File: src/rtl/c6502_pkg.sv
// shared types, state codes, decode tables and alu helpers for the 6502 core
package c6502_pkg;

   typedef struct packed {
      logic       command;
      logic [7:0] read_data;
   } req_type;

   typedef struct packed {
      logic [15:0] bus_address;
      logic        write_enable;
      logic [7:0]  write_data;
      logic [1:0]  run_status;
      logic [7:0]  flags_out;
      logic        last;
   } rsp_type;

   typedef enum logic [12:0] {
      Q_IDLE    = 13'h0001,
      Q_VEC_LO  = 13'h0002,
      Q_VEC_HI  = 13'h0004,
      Q_FETCH   = 13'h0008,
      Q_OP1     = 13'h0010,
      Q_OP2     = 13'h0020,
      Q_PTR_LO  = 13'h0040,
      Q_PTR_HI  = 13'h0080,
      Q_DATA    = 13'h0100,
      Q_PULL1   = 13'h0200,
      Q_PULL_LO = 13'h0400,
      Q_PULL_HI = 13'h0800,
      Q_STOP    = 13'h1000
   } step_type;

   typedef enum logic [3:0] {
      M_IMP, M_IMM, M_ZP, M_ZPX, M_ZPY, M_ABS, M_ABX, M_ABY, M_IZX, M_IZY, M_REL, M_IND
   } mode_type;

   typedef enum logic [4:0] {
      K_ILL, K_HALT, K_ORA, K_AND, K_EOR, K_ADC, K_STA, K_LDA, K_CMP, K_SBC,
      K_ASL, K_ROL, K_LSR, K_ROR, K_STX, K_LDX, K_DEC, K_INC, K_BIT, K_STY,
      K_LDY, K_CPY, K_CPX, K_JMP, K_JSR, K_BRK, K_RTI, K_RTS, K_BR, K_IMPL
   } kind_type;

   typedef struct packed {
      mode_type mode;
      kind_type kind;
   } dec_type;

   // one bus access staged for the output queue
   typedef struct packed {
      logic [15:0] addr;
      logic        we;
      logic [7:0]  wd;
   } acc_type;

   localparam logic [15:0] VEC_RESET  = 16'hFFFC;
   localparam logic [15:0] VEC_BRK    = 16'hFFFE;
   localparam logic [7:0]  STACK_PAGE = 8'h01;
   localparam logic [7:0]  KEEP_FLAGS = 8'hCF;
   localparam logic [7:0]  PUSH_MARK  = 8'h30;
   localparam logic [7:0]  NV_BITS    = 8'hC0;
   localparam logic [7:0]  F_C = 8'h01;
   localparam logic [7:0]  F_Z = 8'h02;
   localparam logic [7:0]  F_I = 8'h04;
   localparam logic [7:0]  F_D = 8'h08;
   localparam logic [7:0]  F_V = 8'h40;
   localparam logic [7:0]  F_N = 8'h80;
   localparam logic [1:0]  RUN_OK = 2'd0;
   localparam logic [1:0]  RUN_HALT = 2'd1;
   localparam logic [1:0]  RUN_ILL = 2'd2;

   localparam logic [7:0] OP_PHP = 8'h08, OP_PHA = 8'h48, OP_PLP = 8'h28, OP_PLA = 8'h68;
   localparam logic [7:0] OP_DEY = 8'h88, OP_TAY = 8'hA8, OP_INY = 8'hC8, OP_INX = 8'hE8;
   localparam logic [7:0] OP_CLC = 8'h18, OP_SEC = 8'h38, OP_CLI = 8'h58, OP_SEI = 8'h78;
   localparam logic [7:0] OP_TYA = 8'h98, OP_CLV = 8'hB8, OP_CLD = 8'hD8, OP_SED = 8'hF8;
   localparam logic [7:0] OP_TXA = 8'h8A, OP_TAX = 8'hAA, OP_DEX = 8'hCA, OP_TXS = 8'h9A;
   localparam logic [7:0] OP_TSX = 8'hBA, OP_RTI = 8'h40, OP_RTS = 8'h60, OP_HLT = 8'h02;
   localparam logic [7:0] OP_LDXI = 8'hA2, OP_STAI = 8'h89;

   function automatic kind_type g0_kind(input logic [2:0] a);
      kind_type k;
      unique case (a)
         3'd1: k = K_BIT;
         3'd4: k = K_STY;
         3'd5: k = K_LDY;
         3'd6: k = K_CPY;
         3'd7: k = K_CPX;
         default: k = K_ILL;
      endcase
      return k;
   endfunction

   function automatic kind_type k_shift(input logic [2:0] a);
      return kind_type'(5'(K_ASL) + {2'b00, a});
   endfunction

   function automatic dec_type decode(input logic [7:0] op);
      dec_type d;
      logic [2:0] a, b;
      logic [1:0] c;
      a = op[7:5];
      b = op[4:2];
      c = op[1:0];
      d.mode = M_IMP;
      d.kind = K_ILL;
      if (c == 2'd1) begin
         if (op != OP_STAI) begin
            unique case (b)
               3'd0: d.mode = M_IZX;
               3'd1: d.mode = M_ZP;
               3'd2: d.mode = M_IMM;
               3'd3: d.mode = M_ABS;
               3'd4: d.mode = M_IZY;
               3'd5: d.mode = M_ZPX;
               3'd6: d.mode = M_ABY;
               default: d.mode = M_ABX;
            endcase
            d.kind = kind_type'(5'(K_ORA) + {2'b00, a});
         end
      end else if (c == 2'd2) begin
         if (op == OP_HLT) begin
            d.kind = K_HALT;
         end else begin
            unique case (b)
               3'd0: if (op == OP_LDXI) begin
                  d.mode = M_IMM;
                  d.kind = K_LDX;
               end
               3'd1: begin
                  d.mode = M_ZP;
                  d.kind = k_shift(a);
               end
               3'd2: d.kind = (a < 3'd4) ? k_shift(a) : K_IMPL;
               3'd3: begin
                  d.mode = M_ABS;
                  d.kind = k_shift(a);
               end
               3'd5: begin
                  d.mode = (a == 3'd4 || a == 3'd5) ? M_ZPY : M_ZPX;
                  d.kind = k_shift(a);
               end
               3'd6: if (op == OP_TXS || op == OP_TSX) d.kind = K_IMPL;
               3'd7: if (a != 3'd4) begin
                  d.mode = (a == 3'd5) ? M_ABY : M_ABX;
                  d.kind = k_shift(a);
               end
               default: ;
            endcase
         end
      end else if (c == 2'd0) begin
         unique case (b)
            3'd0: begin
               if (a == 3'd0) d.kind = K_BRK;
               else if (a == 3'd1) begin
                  d.mode = M_ABS;
                  d.kind = K_JSR;
               end else if (a == 3'd2) d.kind = K_RTI;
               else if (a == 3'd3) d.kind = K_RTS;
               else if (a >= 3'd5) begin
                  d.mode = M_IMM;
                  d.kind = g0_kind(a);
               end
            end
            3'd1: begin
               d.mode = M_ZP;
               d.kind = g0_kind(a);
            end
            3'd2, 3'd6: d.kind = K_IMPL;
            3'd3: begin
               d.mode = M_ABS;
               if (a == 3'd2) d.kind = K_JMP;
               else if (a == 3'd3) begin
                  d.mode = M_IND;
                  d.kind = K_JMP;
               end else d.kind = g0_kind(a);
            end
            3'd4: begin
               d.mode = M_REL;
               d.kind = K_BR;
            end
            3'd5: if (a == 3'd4 || a == 3'd5) begin
               d.mode = M_ZPX;
               d.kind = g0_kind(a);
            end
            default: if (a == 3'd5) begin
               d.mode = M_ABX;
               d.kind = K_LDY;
            end
         endcase
      end
      return d;
   endfunction

   function automatic logic [7:0] set_nz(input logic [7:0] p, input logic [7:0] v);
      logic [7:0] r;
      r = p;
      r[7] = v[7];
      r[1] = (v == 8'h00);
      return r;
   endfunction

endpackage

File: src/rtl/cpu_6502_instruction_core_unit.sv
// top level of the bus-level 6502 instruction core
//  channel  direction  handshake              payload
//  req      in         req_valid/req_ready    c6502_pkg::req_type (command, read_data)
//  rsp      out        rsp_valid/rsp_ready    c6502_pkg::rsp_type (one bus access)
// a request transaction is executed in the cycle it is accepted and its accesses are
// loaded into a four entry result queue; one access leaves per cycle while rsp_ready is
// high, and a new request is taken only once the queue is empty or hands out its last.
// req_ready is high when the queue is empty or drains its last entry this cycle.
// synchronous reset clears all architectural state and the queue; the core then waits for start.
module cpu_6502_instruction_core_unit (
   input  logic                  clock,
   input  logic                  reset,
   input  logic                  req_valid,
   output logic                  req_ready,
   input  c6502_pkg::req_type    req_payload,
   output logic                  rsp_valid,
   input  logic                  rsp_ready,
   output c6502_pkg::rsp_type    rsp_payload
);

   c6502_pkg::acc_type acc_list [4];
   logic [2:0] acc_count;
   logic [1:0] stat;
   logic [7:0] flags;
   logic       go;
   logic       empty_next;

   assign req_ready = empty_next;
   assign go = req_valid && req_ready;

   c6502_seq u_seq (
      .clock     (clock),
      .reset     (reset),
      .go        (go),
      .req       (req_payload),
      .acc_list  (acc_list),
      .acc_count (acc_count),
      .stat      (stat),
      .flags     (flags)
   );

   c6502_outq u_outq (
      .clock       (clock),
      .reset       (reset),
      .load        (go),
      .acc_list    (acc_list),
      .acc_count   (acc_count),
      .stat        (stat),
      .flags       (flags),
      .empty_next  (empty_next),
      .rsp_valid   (rsp_valid),
      .rsp_ready   (rsp_ready),
      .rsp_payload (rsp_payload)
   );

endmodule

File: src/rtl/c6502_alu.sv
// operand alu: logic, binary and decimal add and subtract, loads, compares, bit, shifts, inc and dec
module c6502_alu (
   input  c6502_pkg::kind_type kind,
   input  logic [7:0]          v,
   input  logic [7:0]          acc,
   input  logic [7:0]          xr,
   input  logic [7:0]          yr,
   input  logic [7:0]          p,
   output logic [7:0]          acc_out,
   output logic [7:0]          x_out,
   output logic [7:0]          y_out,
   output logic [7:0]          p_out,
   output logic                wb,
   output logic [7:0]          wb_data
);

   logic       cin;
   logic [8:0] bin;
   logic [7:0] nv;
   logic [4:0] lo;
   logic [9:0] s;
   logic signed [6:0] slo;
   logic signed [10:0] sr;
   logic [8:0] cmpd;
   logic [7:0] cmpr;
   logic [7:0] r;

   always_comb begin
      cin = p[0];
      acc_out = acc;
      x_out = xr;
      y_out = yr;
      p_out = p;
      wb = 1'b0;
      wb_data = 8'h00;
      bin = 9'd0;
      nv = ~v;
      lo = 5'd0;
      s = 10'd0;
      slo = 7'sd0;
      sr = 11'sd0;
      cmpd = 9'd0;
      cmpr = acc;
      r = 8'h00;
      unique case (kind)
         c6502_pkg::K_ORA: begin
            acc_out = acc | v;
            p_out = c6502_pkg::set_nz(p, acc | v);
         end
         c6502_pkg::K_AND: begin
            acc_out = acc & v;
            p_out = c6502_pkg::set_nz(p, acc & v);
         end
         c6502_pkg::K_EOR: begin
            acc_out = acc ^ v;
            p_out = c6502_pkg::set_nz(p, acc ^ v);
         end
         c6502_pkg::K_ADC: begin
            bin = {1'b0, acc} + {1'b0, v} + {8'd0, cin};
            if (p[3]) begin
               lo = {1'b0, acc[3:0]} + {1'b0, v[3:0]} + {4'd0, cin};
               if (lo >= 5'd10) lo = {1'b0, 4'(lo[3:0] + 4'd6)} + 5'h10;
               s = {2'b00, acc[7:4], 4'h0} + {2'b00, v[7:4], 4'h0} + {5'd0, lo};
               p_out[6] = ~(acc[7] ^ v[7]) & (acc[7] ^ s[7]);
               p_out[7] = s[7];
               p_out[1] = (bin[7:0] == 8'h00);
               if (s >= 10'h0A0) s = s + 10'h060;
               p_out[0] = (s >= 10'h100);
               acc_out = s[7:0];
            end else begin
               p_out[6] = ~(acc[7] ^ v[7]) & (acc[7] ^ bin[7]);
               p_out[0] = bin[8];
               p_out = c6502_pkg::set_nz(p_out, bin[7:0]);
               acc_out = bin[7:0];
            end
         end
         c6502_pkg::K_SBC: begin
            bin = {1'b0, acc} + {1'b0, nv} + {8'd0, cin};
            p_out[6] = ~(acc[7] ^ nv[7]) & (acc[7] ^ bin[7]);
            p_out[0] = bin[8];
            p_out = c6502_pkg::set_nz(p_out, bin[7:0]);
            if (p[3]) begin
               slo = $signed({3'b000, acc[3:0]}) - $signed({3'b000, v[3:0]})
                     + $signed({6'd0, cin}) - 7'sd1;
               if (slo < 0) slo = $signed({3'b000, 4'(slo[3:0] + 4'd10)}) - 7'sd16;
               sr = $signed({3'b000, acc[7:4], 4'h0}) - $signed({3'b000, v[7:4], 4'h0})
                    + 11'(slo);
               if (sr < 0) sr = sr - 11'sd96;
               acc_out = sr[7:0];
            end else begin
               acc_out = bin[7:0];
            end
         end
         c6502_pkg::K_LDA: begin
            acc_out = v;
            p_out = c6502_pkg::set_nz(p, v);
         end
         c6502_pkg::K_LDX: begin
            x_out = v;
            p_out = c6502_pkg::set_nz(p, v);
         end
         c6502_pkg::K_LDY: begin
            y_out = v;
            p_out = c6502_pkg::set_nz(p, v);
         end
         c6502_pkg::K_CMP, c6502_pkg::K_CPX, c6502_pkg::K_CPY: begin
            cmpr = (kind == c6502_pkg::K_CPX) ? xr : (kind == c6502_pkg::K_CPY) ? yr : acc;
            cmpd = {1'b0, cmpr} - {1'b0, v};
            p_out[0] = ~cmpd[8];
            p_out = c6502_pkg::set_nz(p_out, cmpd[7:0]);
         end
         c6502_pkg::K_BIT: begin
            p_out = (p & ~c6502_pkg::NV_BITS) | (v & c6502_pkg::NV_BITS);
            p_out[1] = ((acc & v) == 8'h00);
         end
         c6502_pkg::K_ASL, c6502_pkg::K_ROL, c6502_pkg::K_LSR, c6502_pkg::K_ROR,
         c6502_pkg::K_DEC, c6502_pkg::K_INC: begin
            unique case (kind)
               c6502_pkg::K_ASL: begin
                  r = {v[6:0], 1'b0};
                  p_out[0] = v[7];
               end
               c6502_pkg::K_ROL: begin
                  r = {v[6:0], cin};
                  p_out[0] = v[7];
               end
               c6502_pkg::K_LSR: begin
                  r = {1'b0, v[7:1]};
                  p_out[0] = v[0];
               end
               c6502_pkg::K_ROR: begin
                  r = {cin, v[7:1]};
                  p_out[0] = v[0];
               end
               c6502_pkg::K_DEC: r = v - 8'd1;
               default: r = v + 8'd1;
            endcase
            p_out = c6502_pkg::set_nz(p_out, r);
            wb = 1'b1;
            wb_data = r;
         end
         default: ;
      endcase
   end

endmodule

File: src/rtl/c6502_seq.sv
// instruction sequencer: register file, step state and bus access generation per transaction
module c6502_seq (
   input  logic                  clock,
   input  logic                  reset,
   input  logic                  go,
   input  c6502_pkg::req_type    req,
   output c6502_pkg::acc_type    acc_list [4],
   output logic [2:0]            acc_count,
   output logic [1:0]            stat,
   output logic [7:0]            flags
);

   logic [15:0] pc_ff, pc_in;
   logic [7:0]  a_ff, a_in, x_ff, x_in, y_ff, y_in, sp_ff, sp_in, p_ff, p_in, op_ff, op_in;
   c6502_pkg::step_type step_ff, step_in;
   logic [15:0] ow_ff, ow_in, ea_ff, ea_in;
   logic [1:0]  stop_ff, stop_in;

   c6502_pkg::dec_type dcur, dnew, dsel;
   logic [7:0] alu_v, alu_a, alu_x, alu_y, alu_p, alu_wbd;
   logic       alu_wb;
   logic [7:0] d;
   logic [15:0] w, v16, pc1, ret;
   logic       have, want, isst;
   logic [7:0] stv;

   assign dcur = c6502_pkg::decode(op_ff);
   assign dnew = c6502_pkg::decode(req.read_data);
   assign d = req.read_data;
   assign dsel = (step_ff == c6502_pkg::Q_FETCH) ? dnew : dcur;

   c6502_alu u_alu (
      .kind    (dsel.kind),
      .v       (alu_v),
      .acc     (a_ff),
      .xr      (x_ff),
      .yr      (y_ff),
      .p       (p_ff),
      .acc_out (alu_a),
      .x_out   (alu_x),
      .y_out   (alu_y),
      .p_out   (alu_p),
      .wb      (alu_wb),
      .wb_data (alu_wbd)
   );

   always_comb begin
      alu_v = d;
      if (step_ff == c6502_pkg::Q_FETCH) alu_v = a_ff;
   end

   always_comb begin
      pc_in = pc_ff;
      a_in = a_ff;
      x_in = x_ff;
      y_in = y_ff;
      sp_in = sp_ff;
      p_in = p_ff;
      op_in = op_ff;
      step_in = step_ff;
      ow_in = ow_ff;
      ea_in = ea_ff;
      stop_in = stop_ff;
      acc_count = 3'd0;
      for (int i = 0; i < 4; i++) acc_list[i] = '0;
      w = {d, ow_ff[7:0]};
      v16 = 16'h0000;
      pc1 = pc_ff + 16'd1;
      ret = 16'h0000;
      have = 1'b0;
      want = 1'b0;
      isst = 1'b0;
      stv = 8'h00;
      if (!req.command) begin
         sp_in = 8'hFF;
         p_in = p_ff | c6502_pkg::F_I;
         stop_in = c6502_pkg::RUN_OK;
         ea_in = c6502_pkg::VEC_RESET;
         step_in = c6502_pkg::Q_VEC_LO;
         acc_list[0] = '{addr: c6502_pkg::VEC_RESET, we: 1'b0, wd: 8'h00};
         acc_count = 3'd1;
      end else begin
         unique case (step_ff)
            c6502_pkg::Q_VEC_LO: begin
               ow_in = {8'h00, d};
               step_in = c6502_pkg::Q_VEC_HI;
               acc_list[0] = '{addr: ea_ff + 16'd1, we: 1'b0, wd: 8'h00};
               acc_count = 3'd1;
            end
            c6502_pkg::Q_VEC_HI: begin
               pc_in = w;
               step_in = c6502_pkg::Q_FETCH;
               acc_list[0] = '{addr: w, we: 1'b0, wd: 8'h00};
               acc_count = 3'd1;
            end
            c6502_pkg::Q_FETCH: begin
               op_in = d;
               if (dnew.kind == c6502_pkg::K_HALT || dnew.kind == c6502_pkg::K_ILL) begin
                  stop_in = (dnew.kind == c6502_pkg::K_HALT) ? c6502_pkg::RUN_HALT
                                                             : c6502_pkg::RUN_ILL;
                  step_in = c6502_pkg::Q_STOP;
                  acc_list[0] = '{addr: pc_ff, we: 1'b0, wd: 8'h00};
                  acc_count = 3'd1;
               end else if (dnew.mode != c6502_pkg::M_IMP) begin
                  pc_in = pc1;
                  step_in = c6502_pkg::Q_OP1;
                  acc_list[0] = '{addr: pc1, we: 1'b0, wd: 8'h00};
                  acc_count = 3'd1;
               end else begin
                  pc_in = pc1;
                  step_in = c6502_pkg::Q_FETCH;
                  acc_list[0] = '{addr: pc1, we: 1'b0, wd: 8'h00};
                  acc_count = 3'd1;
                  if (dnew.kind == c6502_pkg::K_ASL || dnew.kind == c6502_pkg::K_ROL ||
                      dnew.kind == c6502_pkg::K_LSR || dnew.kind == c6502_pkg::K_ROR) begin
                     a_in = alu_wbd;
                     p_in = alu_p;
                  end else if (dnew.kind == c6502_pkg::K_BRK) begin
                     ret = pc_ff + 16'd2;
                     pc_in = ret;
                     acc_list[0] = '{addr: {c6502_pkg::STACK_PAGE, sp_ff}, we: 1'b1,
                                     wd: ret[15:8]};
                     acc_list[1] = '{addr: {c6502_pkg::STACK_PAGE, 8'(sp_ff - 8'd1)},
                                     we: 1'b1, wd: ret[7:0]};
                     acc_list[2] = '{addr: {c6502_pkg::STACK_PAGE, 8'(sp_ff - 8'd2)},
                                     we: 1'b1, wd: p_ff | c6502_pkg::PUSH_MARK};
                     acc_list[3] = '{addr: c6502_pkg::VEC_BRK, we: 1'b0, wd: 8'h00};
                     acc_count = 3'd4;
                     sp_in = sp_ff - 8'd3;
                     p_in = p_ff | c6502_pkg::F_I;
                     ea_in = c6502_pkg::VEC_BRK;
                     step_in = c6502_pkg::Q_VEC_LO;
                  end else if (dnew.kind == c6502_pkg::K_RTI || dnew.kind == c6502_pkg::K_RTS
                               || d == c6502_pkg::OP_PLP || d == c6502_pkg::OP_PLA) begin
                     sp_in = sp_ff + 8'd1;
                     step_in = (dnew.kind == c6502_pkg::K_RTS) ? c6502_pkg::Q_PULL_LO
                                                               : c6502_pkg::Q_PULL1;
                     acc_list[0] = '{addr: {c6502_pkg::STACK_PAGE, 8'(sp_ff + 8'd1)},
                                     we: 1'b0, wd: 8'h00};
                  end else if (d == c6502_pkg::OP_PHP || d == c6502_pkg::OP_PHA) begin
                     acc_list[0] = '{addr: {c6502_pkg::STACK_PAGE, sp_ff}, we: 1'b1,
                                     wd: (d == c6502_pkg::OP_PHP) ?
                                         (p_ff | c6502_pkg::PUSH_MARK) : a_ff};
                     acc_list[1] = '{addr: pc1, we: 1'b0, wd: 8'h00};
                     acc_count = 3'd2;
                     sp_in = sp_ff - 8'd1;
                  end else begin
                     priority case (d)
                        c6502_pkg::OP_DEY: begin
                           y_in = y_ff - 8'd1;
                           p_in = c6502_pkg::set_nz(p_ff, 8'(y_ff - 8'd1));
                        end
                        c6502_pkg::OP_TAY: begin
                           y_in = a_ff;
                           p_in = c6502_pkg::set_nz(p_ff, a_ff);
                        end
                        c6502_pkg::OP_INY: begin
                           y_in = y_ff + 8'd1;
                           p_in = c6502_pkg::set_nz(p_ff, 8'(y_ff + 8'd1));
                        end
                        c6502_pkg::OP_INX: begin
                           x_in = x_ff + 8'd1;
                           p_in = c6502_pkg::set_nz(p_ff, 8'(x_ff + 8'd1));
                        end
                        c6502_pkg::OP_CLC: p_in = p_ff & ~c6502_pkg::F_C;
                        c6502_pkg::OP_SEC: p_in = p_ff | c6502_pkg::F_C;
                        c6502_pkg::OP_CLI: p_in = p_ff & ~c6502_pkg::F_I;
                        c6502_pkg::OP_SEI: p_in = p_ff | c6502_pkg::F_I;
                        c6502_pkg::OP_TYA: begin
                           a_in = y_ff;
                           p_in = c6502_pkg::set_nz(p_ff, y_ff);
                        end
                        c6502_pkg::OP_CLV: p_in = p_ff & ~c6502_pkg::F_V;
                        c6502_pkg::OP_CLD: p_in = p_ff & ~c6502_pkg::F_D;
                        c6502_pkg::OP_SED: p_in = p_ff | c6502_pkg::F_D;
                        c6502_pkg::OP_TXA: begin
                           a_in = x_ff;
                           p_in = c6502_pkg::set_nz(p_ff, x_ff);
                        end
                        c6502_pkg::OP_TAX: begin
                           x_in = a_ff;
                           p_in = c6502_pkg::set_nz(p_ff, a_ff);
                        end
                        c6502_pkg::OP_DEX: begin
                           x_in = x_ff - 8'd1;
                           p_in = c6502_pkg::set_nz(p_ff, 8'(x_ff - 8'd1));
                        end
                        c6502_pkg::OP_TXS: sp_in = x_ff;
                        c6502_pkg::OP_TSX: begin
                           x_in = sp_ff;
                           p_in = c6502_pkg::set_nz(p_ff, sp_ff);
                        end
                        default: ;
                     endcase
                  end
               end
            end
            c6502_pkg::Q_OP1: begin
               ow_in = {8'h00, d};
               pc_in = pc1;
               step_in = c6502_pkg::Q_FETCH;
               acc_list[0] = '{addr: pc1, we: 1'b0, wd: 8'h00};
               acc_count = 3'd1;
               unique case (dcur.mode)
                  c6502_pkg::M_IMM: begin
                     a_in = alu_a;
                     x_in = alu_x;
                     y_in = alu_y;
                     p_in = alu_p;
                  end
                  c6502_pkg::M_REL: begin
                     unique case (op_ff[7:6])
                        2'd0: have = p_ff[7];
                        2'd1: have = p_ff[6];
                        2'd2: have = p_ff[0];
                        default: have = p_ff[1];
                     endcase
                     want = op_ff[5];
                     if (have == want) begin
                        pc_in = pc1 + {{8{d[7]}}, d};
                        acc_list[0].addr = pc_in;
                     end
                  end
                  c6502_pkg::M_ZP, c6502_pkg::M_ZPX, c6502_pkg::M_ZPY: begin
                     if (dcur.mode == c6502_pkg::M_ZP) ea_in = {8'h00, d};
                     else if (dcur.mode == c6502_pkg::M_ZPX) ea_in = {8'h00, 8'(d + x_ff)};
                     else ea_in = {8'h00, 8'(d + y_ff)};
                     isst = 1'b1;
                  end
                  c6502_pkg::M_IZX, c6502_pkg::M_IZY: begin
                     ea_in = (dcur.mode == c6502_pkg::M_IZX) ? {8'h00, 8'(d + x_ff)}
                                                             : {8'h00, d};
                     step_in = c6502_pkg::Q_PTR_LO;
                     acc_list[0].addr = ea_in;
                  end
                  default: begin
                     step_in = c6502_pkg::Q_OP2;
                  end
               endcase
            end
            c6502_pkg::Q_OP2: begin
               ow_in = w;
               pc_in = pc1;
               step_in = c6502_pkg::Q_FETCH;
               acc_list[0] = '{addr: w, we: 1'b0, wd: 8'h00};
               acc_count = 3'd1;
               if (dcur.kind == c6502_pkg::K_JMP && dcur.mode == c6502_pkg::M_IND) begin
                  ea_in = w;
                  step_in = c6502_pkg::Q_PTR_LO;
               end else if (dcur.kind == c6502_pkg::K_JMP) begin
                  pc_in = w;
               end else if (dcur.kind == c6502_pkg::K_JSR) begin
                  acc_list[0] = '{addr: {c6502_pkg::STACK_PAGE, sp_ff}, we: 1'b1,
                                  wd: pc_ff[15:8]};
                  acc_list[1] = '{addr: {c6502_pkg::STACK_PAGE, 8'(sp_ff - 8'd1)},
                                  we: 1'b1, wd: pc_ff[7:0]};
                  acc_list[2] = '{addr: w, we: 1'b0, wd: 8'h00};
                  acc_count = 3'd3;
                  sp_in = sp_ff - 8'd2;
                  pc_in = w;
               end else begin
                  if (dcur.mode == c6502_pkg::M_ABX) ea_in = w + {8'h00, x_ff};
                  else if (dcur.mode == c6502_pkg::M_ABY) ea_in = w + {8'h00, y_ff};
                  else ea_in = w;
                  isst = 1'b1;
               end
            end
            c6502_pkg::Q_PTR_LO: begin
               ow_in = {8'h00, d};
               if (dcur.mode == c6502_pkg::M_IND) v16 = {ea_ff[15:8], 8'(ea_ff[7:0] + 8'd1)};
               else v16 = {8'h00, 8'(ea_ff[7:0] + 8'd1)};
               step_in = c6502_pkg::Q_PTR_HI;
               acc_list[0] = '{addr: v16, we: 1'b0, wd: 8'h00};
               acc_count = 3'd1;
            end
            c6502_pkg::Q_PTR_HI: begin
               acc_count = 3'd1;
               if (dcur.mode == c6502_pkg::M_IND) begin
                  pc_in = w;
                  step_in = c6502_pkg::Q_FETCH;
                  acc_list[0] = '{addr: w, we: 1'b0, wd: 8'h00};
               end else begin
                  ea_in = (dcur.mode == c6502_pkg::M_IZY) ? (w + {8'h00, y_ff}) : w;
                  isst = 1'b1;
               end
            end
            c6502_pkg::Q_DATA: begin
               a_in = alu_a;
               x_in = alu_x;
               y_in = alu_y;
               p_in = alu_p;
               step_in = c6502_pkg::Q_FETCH;
               if (alu_wb) begin
                  acc_list[0] = '{addr: ea_ff, we: 1'b1, wd: alu_wbd};
                  acc_list[1] = '{addr: pc_ff, we: 1'b0, wd: 8'h00};
                  acc_count = 3'd2;
               end else begin
                  acc_list[0] = '{addr: pc_ff, we: 1'b0, wd: 8'h00};
                  acc_count = 3'd1;
               end
            end
            c6502_pkg::Q_PULL1: begin
               step_in = c6502_pkg::Q_FETCH;
               acc_list[0] = '{addr: pc_ff, we: 1'b0, wd: 8'h00};
               acc_count = 3'd1;
               if (op_ff == c6502_pkg::OP_PLA) begin
                  a_in = d;
                  p_in = c6502_pkg::set_nz(p_ff, d);
               end else begin
                  p_in = d & c6502_pkg::KEEP_FLAGS;
                  if (op_ff == c6502_pkg::OP_RTI) begin
                     sp_in = sp_ff + 8'd1;
                     step_in = c6502_pkg::Q_PULL_LO;
                     acc_list[0].addr = {c6502_pkg::STACK_PAGE, 8'(sp_ff + 8'd1)};
                  end
               end
            end
            c6502_pkg::Q_PULL_LO: begin
               ow_in = {8'h00, d};
               sp_in = sp_ff + 8'd1;
               step_in = c6502_pkg::Q_PULL_HI;
               acc_list[0] = '{addr: {c6502_pkg::STACK_PAGE, 8'(sp_ff + 8'd1)}, we: 1'b0,
                               wd: 8'h00};
               acc_count = 3'd1;
            end
            c6502_pkg::Q_PULL_HI: begin
               pc_in = (op_ff == c6502_pkg::OP_RTS) ? (w + 16'd1) : w;
               step_in = c6502_pkg::Q_FETCH;
               acc_list[0] = '{addr: pc_in, we: 1'b0, wd: 8'h00};
               acc_count = 3'd1;
            end
            default: ;
         endcase
         // memory phase shared by the zero page, absolute and indirect data addressing modes
         if (isst) begin
            if (dcur.kind == c6502_pkg::K_STA || dcur.kind == c6502_pkg::K_STX ||
                dcur.kind == c6502_pkg::K_STY) begin
               stv = (dcur.kind == c6502_pkg::K_STA) ? a_ff :
                     (dcur.kind == c6502_pkg::K_STX) ? x_ff : y_ff;
               acc_list[0] = '{addr: ea_in, we: 1'b1, wd: stv};
               acc_list[1] = '{addr: pc_in, we: 1'b0, wd: 8'h00};
               acc_count = 3'd2;
               step_in = c6502_pkg::Q_FETCH;
            end else begin
               acc_list[0] = '{addr: ea_in, we: 1'b0, wd: 8'h00};
               acc_count = 3'd1;
               step_in = c6502_pkg::Q_DATA;
            end
         end
      end
      stat = stop_in;
      flags = p_in & c6502_pkg::KEEP_FLAGS;
   end

   always_ff @(posedge clock) begin
      if (reset) begin
         pc_ff <= '0;
         a_ff <= '0;
         x_ff <= '0;
         y_ff <= '0;
         sp_ff <= '0;
         p_ff <= '0;
         op_ff <= '0;
         step_ff <= c6502_pkg::Q_IDLE;
         ow_ff <= '0;
         ea_ff <= '0;
         stop_ff <= '0;
      end else if (go) begin
         pc_ff <= pc_in;
         a_ff <= a_in;
         x_ff <= x_in;
         y_ff <= y_in;
         sp_ff <= sp_in;
         p_ff <= p_in;
         op_ff <= op_in;
         step_ff <= step_in;
         ow_ff <= ow_in;
         ea_ff <= ea_in;
         stop_ff <= stop_in;
      end
   end

endmodule

File: src/rtl/c6502_outq.sv
// result queue: holds up to four bus accesses of one transaction; pops one a cycle on rsp_ready
module c6502_outq (
   input  logic                  clock,
   input  logic                  reset,
   input  logic                  load,
   input  c6502_pkg::acc_type    acc_list [4],
   input  logic [2:0]            acc_count,
   input  logic [1:0]            stat,
   input  logic [7:0]            flags,
   output logic                  empty_next,
   output logic                  rsp_valid,
   input  logic                  rsp_ready,
   output c6502_pkg::rsp_type    rsp_payload
);

   c6502_pkg::acc_type ent_ff [4];
   logic [2:0] cnt_ff, cnt_in;
   logic [1:0] rd_ff, rd_in;
   logic [1:0] st_ff;
   logic [7:0] fl_ff;
   logic       pop;

   assign rsp_valid = (cnt_ff != 3'd0);
   assign pop = rsp_valid && rsp_ready;
   assign empty_next = (cnt_ff == 3'd0) || (pop && cnt_ff == 3'd1);

   always_comb begin
      cnt_in = cnt_ff;
      rd_in = rd_ff;
      if (load) begin
         cnt_in = acc_count;
         rd_in = 2'd0;
      end else if (pop) begin
         cnt_in = cnt_ff - 3'd1;
         rd_in = rd_ff + 2'd1;
      end
   end

   always_comb begin
      rsp_payload.bus_address = ent_ff[rd_ff].addr;
      rsp_payload.write_enable = ent_ff[rd_ff].we;
      rsp_payload.write_data = ent_ff[rd_ff].wd;
      rsp_payload.run_status = st_ff;
      rsp_payload.flags_out = fl_ff;
      rsp_payload.last = (cnt_ff == 3'd1);
   end

   always_ff @(posedge clock) begin
      if (reset) begin
         cnt_ff <= '0;
         rd_ff <= '0;
      end else begin
         cnt_ff <= cnt_in;
         rd_ff <= rd_in;
      end
   end

   always_ff @(posedge clock) begin
      if (load) begin
         for (int i = 0; i < 4; i++) ent_ff[i] <= acc_list[i];
         st_ff <= stat;
         fl_ff <= flags;
      end
   end

endmodule

File: config.mk
export PLATFORM = sky130hd
export DESIGN_NAME = cpu_6502_instruction_core_unit
export DESIGN_NICKNAME = d
export VERILOG_FILES = /design/src/rtl/c6502_pkg.sv /design/src/rtl/cpu_6502_instruction_core_unit.sv /design/src/rtl/c6502_alu.sv /design/src/rtl/c6502_seq.sv /design/src/rtl/c6502_outq.sv
export SDC_FILE = /design/constraint.sdc
export NUM_CORES = 1
export LEC_CHECK = 0
export ABC_AREA = 1
export BUFFER_PORTS_ARGS = -buffer_cell sky130_fd_sc_hd__buf_2
export CAP_MARGIN = 0
export CORE_UTILIZATION = 29
export CTS_BUF_LIST = sky130_fd_sc_hd__clkbuf_2
export DETAILED_ROUTE_END_ITERATION = 12
export HOLD_SLACK_MARGIN = 0.03
export SYNTH_ARGS = -nofsm -noshare
export SYNTH_HDL_FRONTEND = slang
export SYNTH_SLANG_ARGS = --single-unit
export TNS_END_PERCENT = 50
File: constraint.sdc
create_clock -name clock -period 7.7 [get_ports clock]
set_clock_uncertainty 0.15 [all_clocks]
set_input_delay 0.385 -clock clock [delete_from_list [all_inputs] [get_ports clock]]
set_output_delay 0.385 -clock clock [all_outputs]
set_load 0.02 [all_outputs]
==> results.json <==
{
  "die_y_um": 296,
  "internal_power_mw": 1.91,
  "design.die.area_mm2": 0.0874,
  "detail_route.iter0.violations": 4804,
  "final_layout_size_suffix_gt1_frac": 0.0739,
  "final_nets": 4212,
  "hold_path_class": "primary input to flop",
  "p_seq_frac": 0.377,
  "placed_area_mm2": 0.0265,
  "place_inst": 5160,
  "grt_remaining_overflow": 0,
  "cts.path.max_buffers": 2,
  "ys_seq_area_frac": 0.185,
  "critical_path.max_stage_delay_ps": 490,
  "routed_via_density": 6.05,
  "synth_enable_flop_cells": 82,
  "power.ir.vdd_worst_mv": 0.142,
  "h-tree-depth": 4,
  "yosys_most_used_dff": "sky130_fd_sc_hd__dfxtp_1",
  "post_synth_inst_count": 4076,
  "clock-root-buffer": "sky130_fd_sc_hd__clkbuf_2",
  "outcome": "complete, no violations",
  "start_util": 0.293,
  "preCtsSetupSlack_ps": 1550,
  "synth_top_area_frac": 0.131,
  "min_to": "u_seq.ow_ff[2]",
  "antenna_violation_net_count_after_detailed_routing": 0,
  "fin_setup_tns_ps": 0,
  "arrival_time_of_data_at_the_critical_path_endpoint_ps": 7280,
  "hold_slack_ps": 217,
  "totalPowerFinal_mw": 3.92,
  "switching_share": 0.514,
  "first_pass_iters": 8,
  "cell_depth_of_the_worst_hold_path": 4,
  "timing.critical_path.buf_inv": 7,
  "crit_slowest_cell": "sky130_fd_sc_hd__o21ai_0",
  "yosys_top_cell_by_area": "sky130_fd_sc_hd__nand2_1",
  "timing.fmax_mhz": 156,
  "r2r_start": "u_seq.step_ff[12]",
  "pin_count_of_the_biggest_net_entering_global_routing": 87,
  "top_delay_family_on_crit_path": "compound AO/OA/AOI/OAI gates",
  "path_common_cell": "sky130_fd_sc_hd__nand2_1",
  "cp.required_ps": 8560,
  "post_route_drc": 0,
  "clk_pin_slew_worst_paths_ps": 400,
  "route.final.wire_length_um": 141000,
  "timing.final.setup_violations": 0,
  "tritoncts": "done",
  "switchingPower_mw": 2.01,
  "power.static_leakage_nw": 11.1,
  "timing.final.ws_setup_ps": 1270,
  "timing_worst_slew_pin_value_ps": 1290,
  "yosys-top-cells-area": "sky130_fd_sc_hd__nand2_1, sky130_fd_sc_hd__edfxtp_1, sky130_fd_sc_hd__dfxtp_1",
  "syn-mean-instance-area_um2": 6.13,
  "layout.core_utilization": 0.316,
  "globalRouteTotalUtil": 0.317,
  "synthToLayoutAreaGrowth_pct": 7.77,
  "maxSlewHeadroom": 0.138,
  "cp-end-kind": "flop",
  "first_pass_grt_wire_length_um": 202000,
  "power.share.clock": 0.159,
  "clock_sinks": 190,
  "drv_slew": 0,
  "pwr-share-comb": 0.464,
  "clk_latency_ps": 1190,
  "powerDensity_mw_per_mm2": 146,
  "ys_warn_count": 0,
  "cap_violations": 0,
  "synthArstFlopShare": 0,
  "rows": 107,
  "rr_endpoint": "u_seq.p_ff[6]",
  "post_drt_wl_per_cell_um": 27.1,
  "share_of_the_clock_period_used_by_the_worst_path_after_layout": 0.834,
  "number_of_distinct_standard_cells_referenced_by_the_synthesized_netlist": 73,
  "antenna_found_initial": 9,
  "dp_hpwl_um": 109000,
  "syn-cell-area_mm2": 0.0250,
  "non_filler_cells_final": 5212,
  "core_area_mm2": 0.0853,
  "worst-r2r-cell-count": 28,
  "synth.top_cells.by_count": "sky130_fd_sc_hd__nand2_1, sky130_fd_sc_hd__o21ai_0, sky130_fd_sc_hd__inv_1, sky130_fd_sc_hd__nor2_1, sky130_fd_sc_hd__a21oi_1",
  "floorplan.io_pins": 51,
  "fin_area_mm2": 0.0269,
  "final.fill_count": 9664,
  "detailroute.via_count": 31500,
  "first_global_vias": 28900,
  "unrepaired_setup_endpoints_after_global_routing": "no",
  "worst_hold_startpoint": "req_payload[2]",
  "dieWidth_um": 296,
  "cts_buffers": 17,
  "synthMostInstantiatedCell": "sky130_fd_sc_hd__nand2_1",
  "path_class": "flop to flop",
  "reg2reg_setup_slack_ps": 1270,
  "place_congestion": 1.08,
  "postSynthRegisterBits": 190,
  "crit_fanout": 34,
  "number_of_buffers_added_on_ports": 48,
  "timing.final.hold_violations": 0,
  "timing.critical_path.from_type": "flop",
  "min_cycle_time_layout_ps": 6430
}
## state kept, by name, indices dropped and copies added, names as in the netlist, 3 cells and up, named ones only
name	count
u_outq.cnt_ff	3
u_outq.ent_ff	74
u_outq.fl_ff	6
u_seq.a_ff	8
u_seq.ea_ff	16
u_seq.op_ff	8
u_seq.ow_ff	8
u_seq.p_ff	6
u_seq.pc_ff	16
u_seq.sp_ff	8
u_seq.step_ff	13
u_seq.x_ff	8
u_seq.y_ff	8
## metal layers
| metal | global-route usage | vias to the layer above | wire length, um |
|---|---|---|---|
| li1 | - | 14000 | - |
| met4 | 0.211 | 8 | 10800 |
| met1 | 0.398 | 14800 | 54500 |
| met3 | 0.0771 | 547 | 15900 |
| met5 | 0 | - | 57 |
| met2 | 0.481 | 2175 | 60100 |
## how the worst max path moves through the flow
| stage | from | to | slack, ps | cells after the start |
|---|---|---|---|---|
| after floorplan | u_seq.step_ff[12] | u_seq.a_ff[7] | 2380 | 30 |
| after global placement | req_payload[0] | u_outq.fl_ff[7] | 1530 | 32 |
| after detailed placement | req_payload[0] | u_seq.p_ff[6] | 1550 | 29 |
| after CTS | u_seq.step_ff[12] | u_seq.p_ff[6] | 1420 | 28 |
| after global routing | u_seq.step_ff[12] | u_seq.p_ff[6] | 830 | 31 |
| final | u_seq.step_ff[12] | u_seq.p_ff[6] | 1270 | 28 |
## area by class of cell
type	count	area (um^2)	area share
inverters	447	1690	0.0626
diodes	6	15.0	0.000557
repair buffers	144	1010	0.0374
clock inverters	15	191	0.00711
multi-input cells	3249	17900	0.664
flip-flops and latches	190	4620	0.172
clock buffers	17	85.1	0.00316
well taps	1144	1430	0.0531
## tightest hold or removal path: cells and delay by family
family | cells | cell delay [ps]
compound gates | 1 | 120
buf+inv | 3 | 1040
## cell usage in the layout (no fill, tap or decap), types with 8 or more instances in the layout
cell type                         n
sky130_fd_sc_hd__a211oi_1        29
sky130_fd_sc_hd__a21oi_1        342
sky130_fd_sc_hd__a221oi_1        14
sky130_fd_sc_hd__a22oi_1          9
sky130_fd_sc_hd__a31oi_1         31
sky130_fd_sc_hd__buf_2           48
sky130_fd_sc_hd__buf_4           81
sky130_fd_sc_hd__clkbuf_2        17
sky130_fd_sc_hd__clkinv_1        13
sky130_fd_sc_hd__dfxtp_1        108
sky130_fd_sc_hd__dlygate4sd3_1   14
sky130_fd_sc_hd__edfxtp_1        82
sky130_fd_sc_hd__fa_1            17
sky130_fd_sc_hd__ha_1           133
sky130_fd_sc_hd__inv_1          397
sky130_fd_sc_hd__inv_2           33
sky130_fd_sc_hd__nand2_1        875
sky130_fd_sc_hd__nand2_2         26
sky130_fd_sc_hd__nand3_1        234
sky130_fd_sc_hd__nand3_2         13
sky130_fd_sc_hd__nand3b_1        12
sky130_fd_sc_hd__nand4_1         58
sky130_fd_sc_hd__nor2_1         386
sky130_fd_sc_hd__nor2_2          21
sky130_fd_sc_hd__nor2_4           8
sky130_fd_sc_hd__nor3_1          90
sky130_fd_sc_hd__nor3b_1         11
sky130_fd_sc_hd__nor4_1          15
sky130_fd_sc_hd__o2111ai_1       23
sky130_fd_sc_hd__o211ai_1       119
sky130_fd_sc_hd__o21ai_0        425
sky130_fd_sc_hd__o21ai_1         38
sky130_fd_sc_hd__o221ai_1        23
sky130_fd_sc_hd__o22ai_1         74
sky130_fd_sc_hd__o311ai_0         8
sky130_fd_sc_hd__o31ai_1         10
sky130_fd_sc_hd__xnor2_1         20
sky130_fd_sc_hd__xor2_1         108
## power by group through the flow
stage               Clock, mW  Combinational (mW)  Sequential, mW
global placement            0                1.76            1.49
detailed placement          0                1.75            1.49
finish                  0.622                1.82            1.48
global route            0.661                1.96            1.49
floorplan                   0                1.16            1.40
CTS                     0.635                1.76            1.47
## logic make-up (layout without fill, tap and decap cells)
logic type               count (synthesis)  after routing  synth area share
AND/OR/NAND/NOR                       1784           1784             0.314
AO/OA/AOI/OAI                         1185           1185             0.276
buffers and inverters                  638            623            0.0998
flip-flops                             190            190             0.185
adder cells (fa/ha/maj)                150            150            0.0802
XOR/XNOR                               128            128            0.0449
other                                    1              8          0.000150
## repair_timing
item | 4_1_cts | 5_1_grt
resized for setup | 0 | 0
hold buffers | 14 | 0
hold endpoints to repair | 124 | 0
setup endpoints to repair | 0 | 0
buffers inserted | 0 | 0
No activity file was read; power rests on OpenSTA's default activity.
